**src/sv/c2d_pkg.sv**
```systemverilog
`default_nettype none
package c2d_pkg;
	typedef enum logic [1:0] {
		REQ_WEIGHT  = 2'd0,
		REQ_PIXEL   = 2'd1,
		REQ_COMPUTE = 2'd2,
		REQ_NONE    = 2'd3
	} req_e_t;

	localparam logic [1:0] ST_OK       = 2'd0;
	localparam logic [1:0] ST_EVEN     = 2'd1;
	localparam logic [1:0] ST_RANGE    = 2'd2;

	localparam logic [2:0] CFG_IMG_ROWS = 3'd0;
	localparam logic [2:0] CFG_IMG_COLS = 3'd1;
	localparam logic [2:0] CFG_KER_ROWS = 3'd2;
	localparam logic [2:0] CFG_KER_COLS = 3'd3;
	localparam logic [2:0] CFG_VALID    = 3'd4;

	typedef struct packed {
		logic [1:0]         req_type;
		logic [5:0]         row;
		logic [5:0]         col;
		logic signed [31:0] value;
	} in_beat_t;

	typedef struct packed {
		logic signed [31:0] sum_value;
		logic [1:0]         status;
	} out_beat_t;

	// controller -> datapath
	typedef struct packed {
		logic start;   // latch window bounds from request
		logic step;    // issue read for current tap, advance
		logic acc;     // accumulate product stage
		logic clr;     // clear accumulator
	} dp_cmd_t;

	// datapath -> controller
	typedef struct packed {
		logic last_tap;  // current tap is the final one
		logic empty;     // window has no taps
	} dp_sts_t;
endpackage
`default_nettype wire

```
**src/sv/c2d_ctrl.sv**
```systemverilog
`default_nettype none
module c2d_ctrl import c2d_pkg::*; #(
	parameter int MAX_ROWS   = 64,
	parameter int MAX_COLS   = 64,
	parameter int MAX_KERNEL = 7
) (
	input  wire logic        clk,
	input  wire logic        arst_n,
	input  wire logic        in_valid,
	output logic             in_stall,
	input  wire in_beat_t    in_beat,
	output logic             out_valid,
	input  wire logic        out_stall,
	output out_beat_t        out_beat,
	input  wire logic        cfg_we,
	input  wire logic [2:0]  cfg_idx,
	input  wire logic [6:0]  cfg_data,
	output logic [6:0]       nr,
	output logic [6:0]       nc,
	output logic [2:0]       kr,
	output logic [2:0]       kc,
	output logic             vmode,
	output logic             wr_en,
	output dp_cmd_t          cmd,
	input  wire dp_sts_t     sts,
	input  wire logic [31:0] sum
);
	typedef enum logic [2:0] {S_IDLE, S_SETUP, S_RUN, S_DRAIN1, S_DRAIN2, S_OUT} state_t;
	state_t state_q;
	logic [6:0] img_rows_q, img_cols_q;
	logic [2:0] ker_rows_q, ker_cols_q;
	logic       vmode_q;

	always_comb begin
		nr = 32'(img_rows_q) > MAX_ROWS ? 7'(MAX_ROWS) : img_rows_q;
		nc = 32'(img_cols_q) > MAX_COLS ? 7'(MAX_COLS) : img_cols_q;
		kr = 32'(ker_rows_q) > MAX_KERNEL ? 3'(MAX_KERNEL) : ker_rows_q;
		kc = 32'(ker_cols_q) > MAX_KERNEL ? 3'(MAX_KERNEL) : ker_cols_q;
		vmode = vmode_q;
	end

	logic [6:0] gr, gc;
	logic       even, oor;
	always_comb begin
		gr = vmode_q ? (nr >= 7'(kr) ? nr - 7'(kr) + 7'd1 : 7'd0) : nr;
		gc = vmode_q ? (nc >= 7'(kc) ? nc - 7'(kc) + 7'd1 : 7'd0) : nc;
		even = !kr[0] || !kc[0];
		oor  = 7'(in_beat.row) >= gr || 7'(in_beat.col) >= gc;
	end

	logic accept;
	assign in_stall = state_q != S_IDLE || out_valid;
	assign accept   = in_valid && !in_stall;
	assign wr_en    = accept;

	always_comb begin
		cmd = '0;
		cmd.start = accept && in_beat.req_type == REQ_COMPUTE;
		cmd.clr   = cmd.start;
		cmd.step  = state_q == S_RUN;
		cmd.acc   = 1'b1;
	end

	always_ff @(posedge clk or negedge arst_n) begin
		if (!arst_n) begin
			state_q    <= S_IDLE;
			out_valid  <= 1'b0;
			out_beat   <= '0;
			img_rows_q <= 7'd64;
			img_cols_q <= 7'd64;
			ker_rows_q <= 3'd3;
			ker_cols_q <= 3'd3;
			vmode_q    <= 1'b0;
		end else begin
			if (cfg_we) begin
				case (cfg_idx)
					CFG_IMG_ROWS: img_rows_q <= cfg_data;
					CFG_IMG_COLS: img_cols_q <= cfg_data;
					CFG_KER_ROWS: ker_rows_q <= cfg_data[2:0];
					CFG_KER_COLS: ker_cols_q <= cfg_data[2:0];
					CFG_VALID:    vmode_q    <= cfg_data[0];
					default: ;
				endcase
			end
			if (out_valid && !out_stall) out_valid <= 1'b0;
			case (state_q)
				S_IDLE: begin
					if (cmd.start) begin
						if (even) begin
							out_valid <= 1'b1;
							out_beat  <= '{sum_value: '0, status: ST_EVEN};
						end else if (oor) begin
							out_valid <= 1'b1;
							out_beat  <= '{sum_value: '0, status: ST_RANGE};
						end else begin
							state_q <= S_SETUP;
						end
					end
				end
				S_SETUP: state_q <= sts.empty ? S_OUT : S_RUN;
				// hold in run until the final tap issues
				S_RUN:    if (sts.last_tap) state_q <= S_DRAIN1;
				S_DRAIN1: state_q <= S_DRAIN2;
				S_DRAIN2: state_q <= S_OUT;
				S_OUT: begin
					out_valid <= 1'b1;
					out_beat  <= '{sum_value: sum, status: ST_OK};
					state_q   <= S_IDLE;
				end
				default: state_q <= S_IDLE;
			endcase
		end
	end
endmodule
`default_nettype wire

```
**config.mk**
```make
export PLATFORM = sky130hd
export DESIGN_NAME = c2d_ctrl
export DESIGN_NICKNAME = d
export VERILOG_FILES = /design/src/sv/c2d_pkg.sv /design/src/sv/c2d_ctrl.sv
export SDC_FILE = /design/constraint.sdc
export NUM_CORES = 1
export LEC_CHECK = 0
export BUFFER_PORTS_ARGS = -buffer_cell sky130_fd_sc_hd__buf_2
export CAP_MARGIN = 10
export CORE_ASPECT_RATIO = 0.75
export CORE_MARGIN = 8
export CORE_UTILIZATION = 53
export CTS_CLUSTER_DIAMETER = 40
export DETAILED_ROUTE_END_ITERATION = 10
export PLACE_DENSITY = 0.87
export SYNTH_ARGS = -nofsm -noshare
export SYNTH_HDL_FRONTEND = slang
export SYNTH_SLANG_ARGS = --single-unit
```
**constraint.sdc**
```tcl
create_clock -name clk -period 7 [get_ports clk]
set_input_delay 0.7 -clock clk [delete_from_list [all_inputs] [get_ports clk]]
set_output_delay 0.7 -clock clk [all_outputs]
set_load 0.02 [all_outputs]
```
==> results of run 1 <==
[registers in the layout (all words and copies together) (netlist names)]
| signal | flops |
|---|---|
| vmode | 1 |
| state_q | 3 |
| img_rows_q | 7 |
| out_beat | 34 |
| kr | 3 |
| kc | 3 |
| img_cols_q | 7 |
| out_valid | 1 |
[routing by layer]
layer	track usage	vias to the layer above	wire length [um]
met3	0.04876	16	435
met4	0.06077	0	180
met2	0.3459	89	5157
met1	0.2378	1608	4416
met5	0	-	0
li1	-	1617	-
[cell families (layout without fill, tap and decap cells)]
group	after synthesis	after routing	share of synthesized area
adders and majority gates	40	40	0.1339
DFF	59	59	0.3853
and+or+nand+nor	145	145	0.1706
other	1	1	0.0009737
buffers and inverters	56	173	0.07180
muxes	17	17	0.04971
xor gates and xnor gates	6	6	0.01365
AOI/OAI and AO/OA	88	88	0.1741
[power by group through the flow]
| stage | registers (W) | clock network (W) | logic, W |
|---|---|---|---|
| final | 0.000536 | 0.000336 | 0.000835 |
| after global routing | 0.000550 | 0.000358 | 0.000922 |
| after CTS | 0.000534 | 0.000345 | 0.000841 |
| after detailed placement | 0.000537 | 0 | 0.000838 |
| after global placement | 0.000529 | 0 | 0.000799 |
| after floorplan | 0.000605 | 0 | 0.000522 |
[Yosys cell counts, drive strengths merged (8+ instances only)]
library cell | count | share of area
nand2 | 80 | 0.078
dfrtp | 53 | 0.34
o21ai | 46 | 0.089
ha | 38 | 0.12
inv | 34 | 0.033
nor2 | 20 | 0.019
mux2 | 17 | 0.050
clkbuf | 14 | 0.014
nand2b | 12 | 0.019
a21oi | 8 | 0.011
a31oi | 8 | 0.013
buf | 8 | 0.025
[how the worst max path moves through the flow]
stage	startpoint	to	cells past startpoint
6_report	img_cols_q[6]	out_valid	20
5_1_grt	img_cols_q[6]	out_beat[3]	20
4_1_cts	img_cols_q[6]	out_valid	20
3_5_place_dp	img_cols_q[6]	out_valid	20
3_3_place_gp	img_cols_q[6]	out_valid	20
2_1_floorplan	img_cols_q[6]	out_valid	22
[placed cells by master, fill, tap and decap left out, types with 2 or more instances in the layout]
master and n:
nor2_1 20, o41a_1 2, dfrtp_1 53, nor2b_1 7, nand2b_1 12, buf_2 123
xnor2_1 2, a31oi_1 8, o21ai_0 16, o21bai_1 2, a21oi_1 7, ha_1 38
bufinv_16 2, mux2_2 17, nand2_1 80, nor3_1 3, clkbuf_8 10, fa_1 2
nand3_1 5, nand4_1 4, clkinv_2 2, o21a_1 2, and2_1 4, dfstp_2 6
nor4_1 2, a22oi_1 6, inv_1 34, o21ai_2 30, a21o_1 4, xor2_1 4
[stage by stage]
step                power, W  hold slack [ns]  setup slack [ns]  utilization
detailed placement  0.001375           0.4982             2.291       0.6188
global placement    0.001329           0.4933             2.411       0.6188
floorplan           0.001128           0.4044             2.899            -
finish              0.001706           0.5094             2.298       0.6488
global route        0.001830           0.5369             1.893       0.6488
CTS                 0.001720           0.5132             2.280       0.6488
[layout make-up]
class / instances / area [um^2] / area share
inverter: 34 / 127.6 / 0.02734
clock inverter: 5 / 77.57 / 0.01662
tap: 101 / 126.4 / 0.02707
multi-input combinational: 297 / 2092 / 0.4481
timing repair buffer: 124 / 623.1 / 0.1335
clock buffer: 10 / 137.6 / 0.02948
sequential: 59 / 1484 / 0.3179
==> qor.yml, run 1 <==
status:
  status: "complete, no violations"
hold_path:
  hp-class: "in2async"
clocking:
  clk_pin_slew_ns: 0.07
  post_cts_resized: 0
  postCtsHoldBufs: 0
  clk_path_buf_depth: 2
  clkSinkCount: 59
  clock_latency_ns: 0.33
  cts_tree: "yes"
  cts_setup_buffers: 0
  clock-root-buffer: "clkbuf_8"
  cts_inserted_buffers: 9
  h-tree-depth: 3
sta:
  fin_crit_sh: 0.6717
  hold_viol_final: 0
  slew_headroom: 0.2293
  rsz0062_at_grt: "false"
  fmax_mhz: 212.7
  setup_tns_ns: 0
  drv_slew: 0
  fin_skew_ns: 0.01059
  setup_viol: 0
  tightest_slew_ns: 1.156
  layout_min_cycle_time_ns: 4.702
route:
  post_drt_wl_per_cell_um: 16.17
  first_iter_violations: 115
  via_count: 3330
  ant_nets: 0
  drc: 0
  wl_mm: 10.19
  viasPerCell: 5.286
  firstDrtPassIters: 5
place:
  placed_cells: 615
  placed_area_mm2: 0.004453
  portBuffers: 123
  gp_congestion: 0.8547
  dp_hpwl_mm: 8.002
global_routing:
  grt_pass1_vias: 3473
  grt_max_degree: 60
  grt_pass1_wl_mm: 16.84
  gr-usage-all-layers: 0.1999
  overflow: 0
  antenna_found_initial: 0
critical_path:
  cp-end-kind: "flip-flop"
  r2r_end: "out_valid"
  rr_worst_depth: 20
  crit_family: "simple AND/OR/NAND/NOR gates"
  worstReg2RegStart: "img_cols_q[6]"
  max_stage_delay_ns: 0.64
  cp_num_buf_inv: 3
  cp_max_fo: 35
  crit_chain: "nand2b_1 -> ha_1 -> inv_1 -> ha_1 -> inv_1 -> fa_1 -> inv_1 -> a21oi_1 -> nor2_1 -> nor2_1 -> xor2_1 -> a31oi_1 -> ha_1 -> and3_1 -> a2111oi_2 -> o21ai_0 -> nand4_1 -> o311ai_2 -> and2_2 -> a211o_1"
  crit_path_top_delay_cell: "dfstp_2"
  worstPathArrival_ns: 4.91
  crit_type: "reg2reg"
  startpoint_type: "flip-flop"
  rrSetupSlack_ns: 2.30
  cp.required_ns: 7.21
synthesis:
  synth_seq_cells: 59
  synth_edf_count: 0
  ys_warn_count: 0
  synthCells: 412
  ys_async_sr_fraction: 1.000
  synthDistinctLibCells: 50
  yosysSeqAreaShare: 0.3853
  syn_area_per_cell_um2: 9.348
  ys_dominant_reg_cell: "dfrtp_1"
  synth_fp_nets: 547
  syn_area_mm2: 0.003851
die:
  start_util: 0.5352
  io_pins: 157
  chipWidth_um: 114.4
  dieHeight_um: 89.83
  fp-row-count: 27
  core_mm2: 0.007196
  die_area_mm2: 0.01028
power:
  p_per_area_mw_per_mm2: 365.5
  p_sw_w: 0.0007271
  pwr-share-comb: 0.489
  p_seq_frac: 0.314
  p_clk_frac: 0.197
  p_sw_frac: 0.4262
  internal_power_w: 0.0009791
  leakage_nw: 2.459
  ir_drop_mv: 0.1770
cells_and_area:
  drive_gt1_frac: 0.3743
  syn_to_final_growth_pct: 21.22
  fin_nets: 660
  design_area_mm2: 0.004668
  diodes: 0
  layoutNonFillerInstCount: 630
  nFillCells: 611
run:
  cap_violations: 0
Power figures use the tool's default switching activity.
==> run 2, diff against run 1 <==
Settings changed: CORE_UTILIZATION 53 to 49, PLACE_DENSITY 0.87 to 0.81.
Clock period 7 ns to 4.7 ns, I/O delays scaled along.
==> run 2 against run 1 <==
Core utilization shrank 4.8 points. Non-clock buffer count grew 1. Fmax grew 7.1%. Worst hold slack lost 0.23 ns. Combinational power grew 50%. Sequential share of layout area grew 0.094 points. Clock power grew 21%. First-iteration DRC count shrank 7.8%. Critical endpoint is now out_beat[4].
==> qor.yml, run 2 (same netlist as run 1, synthesis figures left out) <==
global_routing:
  antenna_found_initial: 0  # unchanged
  use_met3: 0.02918  # -0.01958
  gr-usage-met1: 0.2286  # -0.009252
  grt_use_met2: 0.3020  # -0.04384
  grt_pass1_wl_mm: 16.20  # -3.8%
  overflow: 0  # unchanged
  busiest_layer: "met2"
  grt_pass1_vias: 3260  # -6.1%
  gr-usage-all-layers: 0.1780  # -0.02189
  grt_max_degree: 60  # unchanged
cells_and_area:
  final_cell_mix: "buf_2, nand2_1, dfrtp_1"
  fin_nets: 661  # +0.15%
  largest_reg_flops: 34  # unchanged
  top_register: "out_beat"
  drive_gt1_frac: 0.3766  # +0.002357
  reg_top3: "out_beat: 34 flops, img_cols_q: 7 flops, img_rows_q: 7 flops"
  syn_to_final_growth_pct: 20.86
  diodes: 0  # unchanged
  layoutNonFillerInstCount: 636  # +0.95%
  final_common_cell: "buf_2"
die:
  dieHeight_um: 92.78  # +3.3%
  io_pins: 157  # unchanged
  chipWidth_um: 118.4  # +3.4%
  core_mm2: 0.007742  # +7.6%
  fp-row-count: 28  # +3.7%
  die_area_mm2: 0.01098  # +6.8%
  start_util: 0.4974  # -0.03780
route:
  firstDrtPassIters: 5  # unchanged
  first_iter_violations: 106  # -7.8%
  ant_nets: 0  # unchanged
  via_count: 3290  # -1.2%
  post_drt_wl_per_cell_um: 15.92  # -1.6%
  drc: 0  # unchanged
  viasPerCell: 5.173  # -2.1%
  wl_mm: 10.12  # -0.65%
sta:
  rsz0062_at_grt: "false"
  hold_viol_final: 0  # unchanged
  drv_slew: 0  # unchanged
  slew_headroom: 0.1975  # -0.03179
  fin_skew_ns: 0.01181  # +0.001214 ns
  tightest_slew_ns: 1.204  # +0.04769 ns
  setup_viol: 0  # unchanged
  layout_min_cycle_time_ns: 4.392  # -0.3098 ns
  fmax_mhz: 227.7  # +7.1%
  fin_crit_sh: 0.9344  # +0.2628
  setup_tns_ns: 0  # unchanged
place:
  portBuffers: 123  # unchanged
  gp_congestion: 0.9012  # +5.4%
  dp_hpwl_mm: 8.002  # about the same
  placed_cells: 620  # +0.81%
clocking:
  postCtsHoldBufs: 0  # unchanged
  cts_tree: "yes"
  clock-root-buffer: "clkbuf_8"
  clk_pin_slew_ns: 0.07  # about the same
  h-tree-depth: 3  # unchanged
  clk_path_buf_depth: 2  # unchanged
  clock_latency_ns: 0.33  # about the same
  clkSinkCount: 59  # unchanged
  cts_inserted_buffers: 9  # unchanged
hold_path:
  hp-class: "in2async"
critical_path:
  crit_type: "reg2reg"
  worstPathArrival_ns: 4.62  # -0.29 ns
  cp.required_ns: 4.93  # -2.28 ns
  cp-end-kind: "flip-flop"
  cp_max_fo: 32  # -8.6%
  startpoint_type: "flip-flop"
run:
  cap_violations: 0  # unchanged
power:
  p_per_area_mw_per_mm2: 525.4  # +44%
  ir_drop_mv: 0.2456  # +39%
  leakage_nw: 2.437  # -0.90%
status:
  status: "complete, no violations"
-- run 2: repair_timing --
action,CTS,global route
gates resized for setup,0,1
setup buffers,0,0
setup endpoints to repair,0,3
hold endpoints to repair,0,0
-- run 2: report_power, final --
| part | switching (W) | internal (W) | leakage [nW] |
|---|---|---|---|
| Sequential | 0.000124 | 0.000668 | 0.756 |
| Clock | 0.000213 | 0.000192 | 0.0779 |
| Combinational | 0.000763 | 0.000485 | 1.60 |
-- run 2: metrics by stage --
step	utilization	power [W]	instance area, um^2	hold slack (ns)	setup slack [ns]
after floorplan	-	0.001680	3851	0.1744	0.5985
after global placement	0.5784	0.001993	4478	0.4910	0.4175
after detailed placement	0.5784	0.002053	4478	0.5074	0.2749
after CTS	0.6012	0.002470	4654	0.3038	0.2486
after global routing	0.6012	0.002625	4654	0.3200	0.02384
final	0.6012	0.002446	4654	0.2750	0.3081
-- run 2: final cells by class --
| class | count | area, um^2 |
|---|---|---|
| clock buffer | 9 | 123.9 |
| clock inverter | 7 | 52.55 |
| fill | 697 | 3088 |
| inverter | 34 | 127.6 |
| multi-input combinational | 297 | 2092 |
| sequential | 59 | 1484 |
| tap | 105 | 131.4 |
| timing repair buffer | 125 | 643.1 |
-- run 2: path summary, 6_finish.rpt --
kind                                from           end  slack, ns  cells past startpoint
min in group clk                 sum[14]  out_beat[16]       0.34                      3
min                               arst_n  out_beat[28]       0.28                      2
max in group asynchronous         arst_n         kr[2]       3.92                      2
min reg2reg                  out_beat[8]   out_beat[8]       0.52                      2
max                        img_cols_q[6]   out_beat[4]       0.31                     21
max reg2reg                img_cols_q[6]   out_beat[4]       0.31                     21
-- run 2: per-layer routing --
metal  vias to the layer above  wire (um)
met5                         -          0
met3                        14        363
met2                        81       5039
li1                       1628          -
met4                         0        148
met1                      1567       4573
-- run 2: critical path, cell delays in order, from the launching register on --
cell       delay, ns
dfstp_2         0.64
nand2b_1        0.19
ha_1            0.27
inv_1           0.07
ha_1            0.16
inv_1           0.06
fa_1            0.41
inv_1           0.09
a21oi_1         0.06
nor2_1          0.09
nor2_1          0.05
xor2_1          0.13
a31oi_1         0.17
ha_1            0.28
and3_1          0.21
a2111oi_2       0.27
o21ai_1         0.16
nand4_1         0.13
o311ai_2        0.15
and2_2          0.27
buf_12          0.18
o21ai_0         0.24
==> run 3, diff against run 2 <==
Settings changed: RECOVER_POWER set to 25.
==> run 3 against run 2 <==
The run now ends with capacitance limit, slew limit left. Fmax barely moved. Non-clock buffer count unchanged. Global-route usage did not move. Sequential share of layout area hardly changed. Die area did not move. Clock-buffer cell count unchanged. First-iteration DRC count increased by 1.9%. Combinational power hardly changed. Critical path depth is the same. Flip-flop and latch count is the same. Wire length barely moved. Clock skew unchanged.
==> qor.yml, run 3 (same netlist as run 1, synthesis figures left out) <==
place:
  dp_hpwl_mm: 8.002  # unchanged
  portBuffers: 123  # unchanged
  gp_congestion: 0.9012  # unchanged
  placed_cells: 620  # unchanged
  placed_area_mm2: 0.004478  # unchanged
global_routing:
  antenna_found_initial: 0  # unchanged
  grt_use_met2: 0.3020  # unchanged
  grt_pass1_wl_mm: 16.20  # unchanged
  busiest_layer: "met2"
  use_met3: 0.02918  # unchanged
  grt_pass1_vias: 3260  # unchanged
  gr-usage-all-layers: 0.1780  # unchanged
  gr-usage-met1: 0.2286  # unchanged
  grt_max_degree: 60  # unchanged
  overflow: 0  # unchanged
cells_and_area:
  design_area_mm2: 0.004651  # about the same
  reg_top3: "out_beat: 34 flops, img_cols_q: 7 flops, img_rows_q: 7 flops"
  syn_to_final_growth_pct: 20.76  # about the same
  fin_nets: 661  # unchanged
  largest_reg_flops: 34  # unchanged
  nFillCells: 699  # +0.29%
  final_common_cell: "buf_2"
  layoutNonFillerInstCount: 636  # unchanged
  diodes: 0  # unchanged
  final_cell_mix: "buf_2, nand2_1, dfrtp_1"
  top_register: "out_beat"
  drive_gt1_frac: 0.3748  # -0.001883
route:
  viasPerCell: 5.170  # about the same
  first_iter_violations: 108  # +1.9%
  drc: 0  # unchanged
  firstDrtPassIters: 5  # unchanged
  via_count: 3288  # -0.061%
  wl_mm: 10.13  # about the same
  post_drt_wl_per_cell_um: 15.93  # about the same
  ant_nets: 0  # unchanged
clocking:
  cts_setup_buffers: 0  # unchanged
  clk_pin_slew_ns: 0.08  # about the same
  clkSinkCount: 59  # unchanged
  clock-root-buffer: "clkbuf_8"
  clk_path_buf_depth: 2  # unchanged
  clock_latency_ns: 0.33  # about the same
  cts_tree: "yes"
  postCtsHoldBufs: 0  # unchanged
  h-tree-depth: 3  # unchanged
  cts_inserted_buffers: 9  # unchanged
die:
  die_area_mm2: 0.01098  # unchanged
  chipWidth_um: 118.4  # unchanged
  start_util: 0.4974  # unchanged
  dieHeight_um: 92.78  # unchanged
  core_mm2: 0.007742  # unchanged
  io_pins: 157  # unchanged
  fp-row-count: 28  # unchanged
critical_path:
  rr_worst_depth: 21  # unchanged
  crit_type: "reg2reg"
  rrSetupSlack_ns: 0.31  # about the same
  startpoint: "img_cols_q[6]"
  cp-end-kind: "flip-flop"
  worstReg2RegStart: "img_cols_q[6]"
  startpoint_type: "flip-flop"
  endpoint: "out_beat[4]"
  r2r_end: "out_beat[4]"
  cp_max_fo: 32  # unchanged
  cp.required_ns: 4.93  # about the same
  worstPathArrival_ns: 4.62  # about the same
power:
  leakage_nw: 2.433  # -0.15%
  p_per_area_mw_per_mm2: 525.8  # about the same
  power.total_w: 0.002446  # about the same
  ir_drop_mv: 0.2456  # about the same
sta:
  fin_crit_sh: 0.9347  # about the same
  hold_viol_final: 0  # unchanged
  setup_viol: 0  # unchanged
  rsz0062_at_grt: "false"
  tightest_slew_ns: 3.080  # +1.877 ns
  slew_headroom: -1.054  # -1.251
  drv_slew: 60  # +60
  fmax_mhz: 227.6  # about the same
  setup_tns_ns: 0  # unchanged
  layout_min_cycle_time_ns: 4.393  # +0.001251 ns
  fin_skew_ns: 0.01181  # unchanged
status:
  failed_checks: "capacitance limit, slew limit"
  status: "finished with violations"
hold_path:
  hp-class: "in2reg"
run:
  cap_violations: 1  # +1
==> run 3: cell types whose count changed in the layout (fill, tap and decap cells not counted), sizes merged <==
| cell | previous run | this run |
|---|---|---|
| buf | 125 | 124 |
| clkbuf | 9 | 10 |
==> run 3: how the worst min path moves through the flow <==
| stage | to | cells after the start | startpoint |
|---|---|---|---|
| after floorplan | img_cols_q[0] | 0 | arst_n |
| after global placement | img_cols_q[2] | 1 | img_cols_q[2] |
| after detailed placement | img_rows_q[0] | 1 | img_rows_q[0] |
| after CTS | out_beat[17] | 2 | arst_n |
| after global routing | out_beat[8] | 3 | sum[6] |
| final | out_beat[16] | 3 | sum[14] |
==> run 3: critical path, cell delays in order (launching register included) <==
cell and delay, ns:
dfstp_2 0.64, nand2b_1 0.19, ha_1 0.27, inv_1 0.07
ha_1 0.16, inv_1 0.06, fa_1 0.41, inv_1 0.09
a21oi_1 0.06, nor2_1 0.09, nor2_1 0.05, xor2_1 0.13
a31oi_1 0.17, ha_1 0.28, and3_1 0.21, a2111oi_2 0.27
o21ai_1 0.16, nand4_1 0.13, o311ai_2 0.15, and2_2 0.27
buf_12 0.18, o21ai_0 0.24
==> run 3: repair_timing <==
item / CTS / global route
endpoints found under the setup margin: 0 / 3
endpoints found under the hold margin: 0 / 0
gates resized for setup: 0 / 1
==> run 3: stage by stage <==
stage | setup slack, ns | util | hold WS (ns)
2_1_floorplan | 0.5985 | - | 0.1744
3_3_place_gp | 0.4175 | 0.5784 | 0.4910
3_5_place_dp | 0.2749 | 0.5784 | 0.5074
4_1_cts | 0.2486 | 0.6012 | 0.3038
5_1_grt | 0.02384 | 0.6007 | 0.3200
6_report | 0.3069 | 0.6007 | 0.3396
==> run 3: final cells by class <==
cell class	instances	area [um^2]	share of cell area
multi-input combinational	297	2092	0.4498
sequential	59	1484	0.3191
timing repair buffer	125	639.4	0.1375
tap	105	131.4	0.02825
inverter	34	127.6	0.02744
clock buffer	9	123.9	0.02663
clock inverter	7	52.55	0.01130
==> run 3: metal layers <==
layer,vias up,part of all wire
met5,-,0
met4,0,0.015
met3,14,0.036
met2,79,0.50
met1,1568,0.45
li1,1627,-
==> run 3: report_power, final <==
part,switching (W),internal [W]
Clock,0.000213,0.000192
Sequential,0.000124,0.000668
Combinational,0.000763,0.000485
Total,0.00110,0.00135
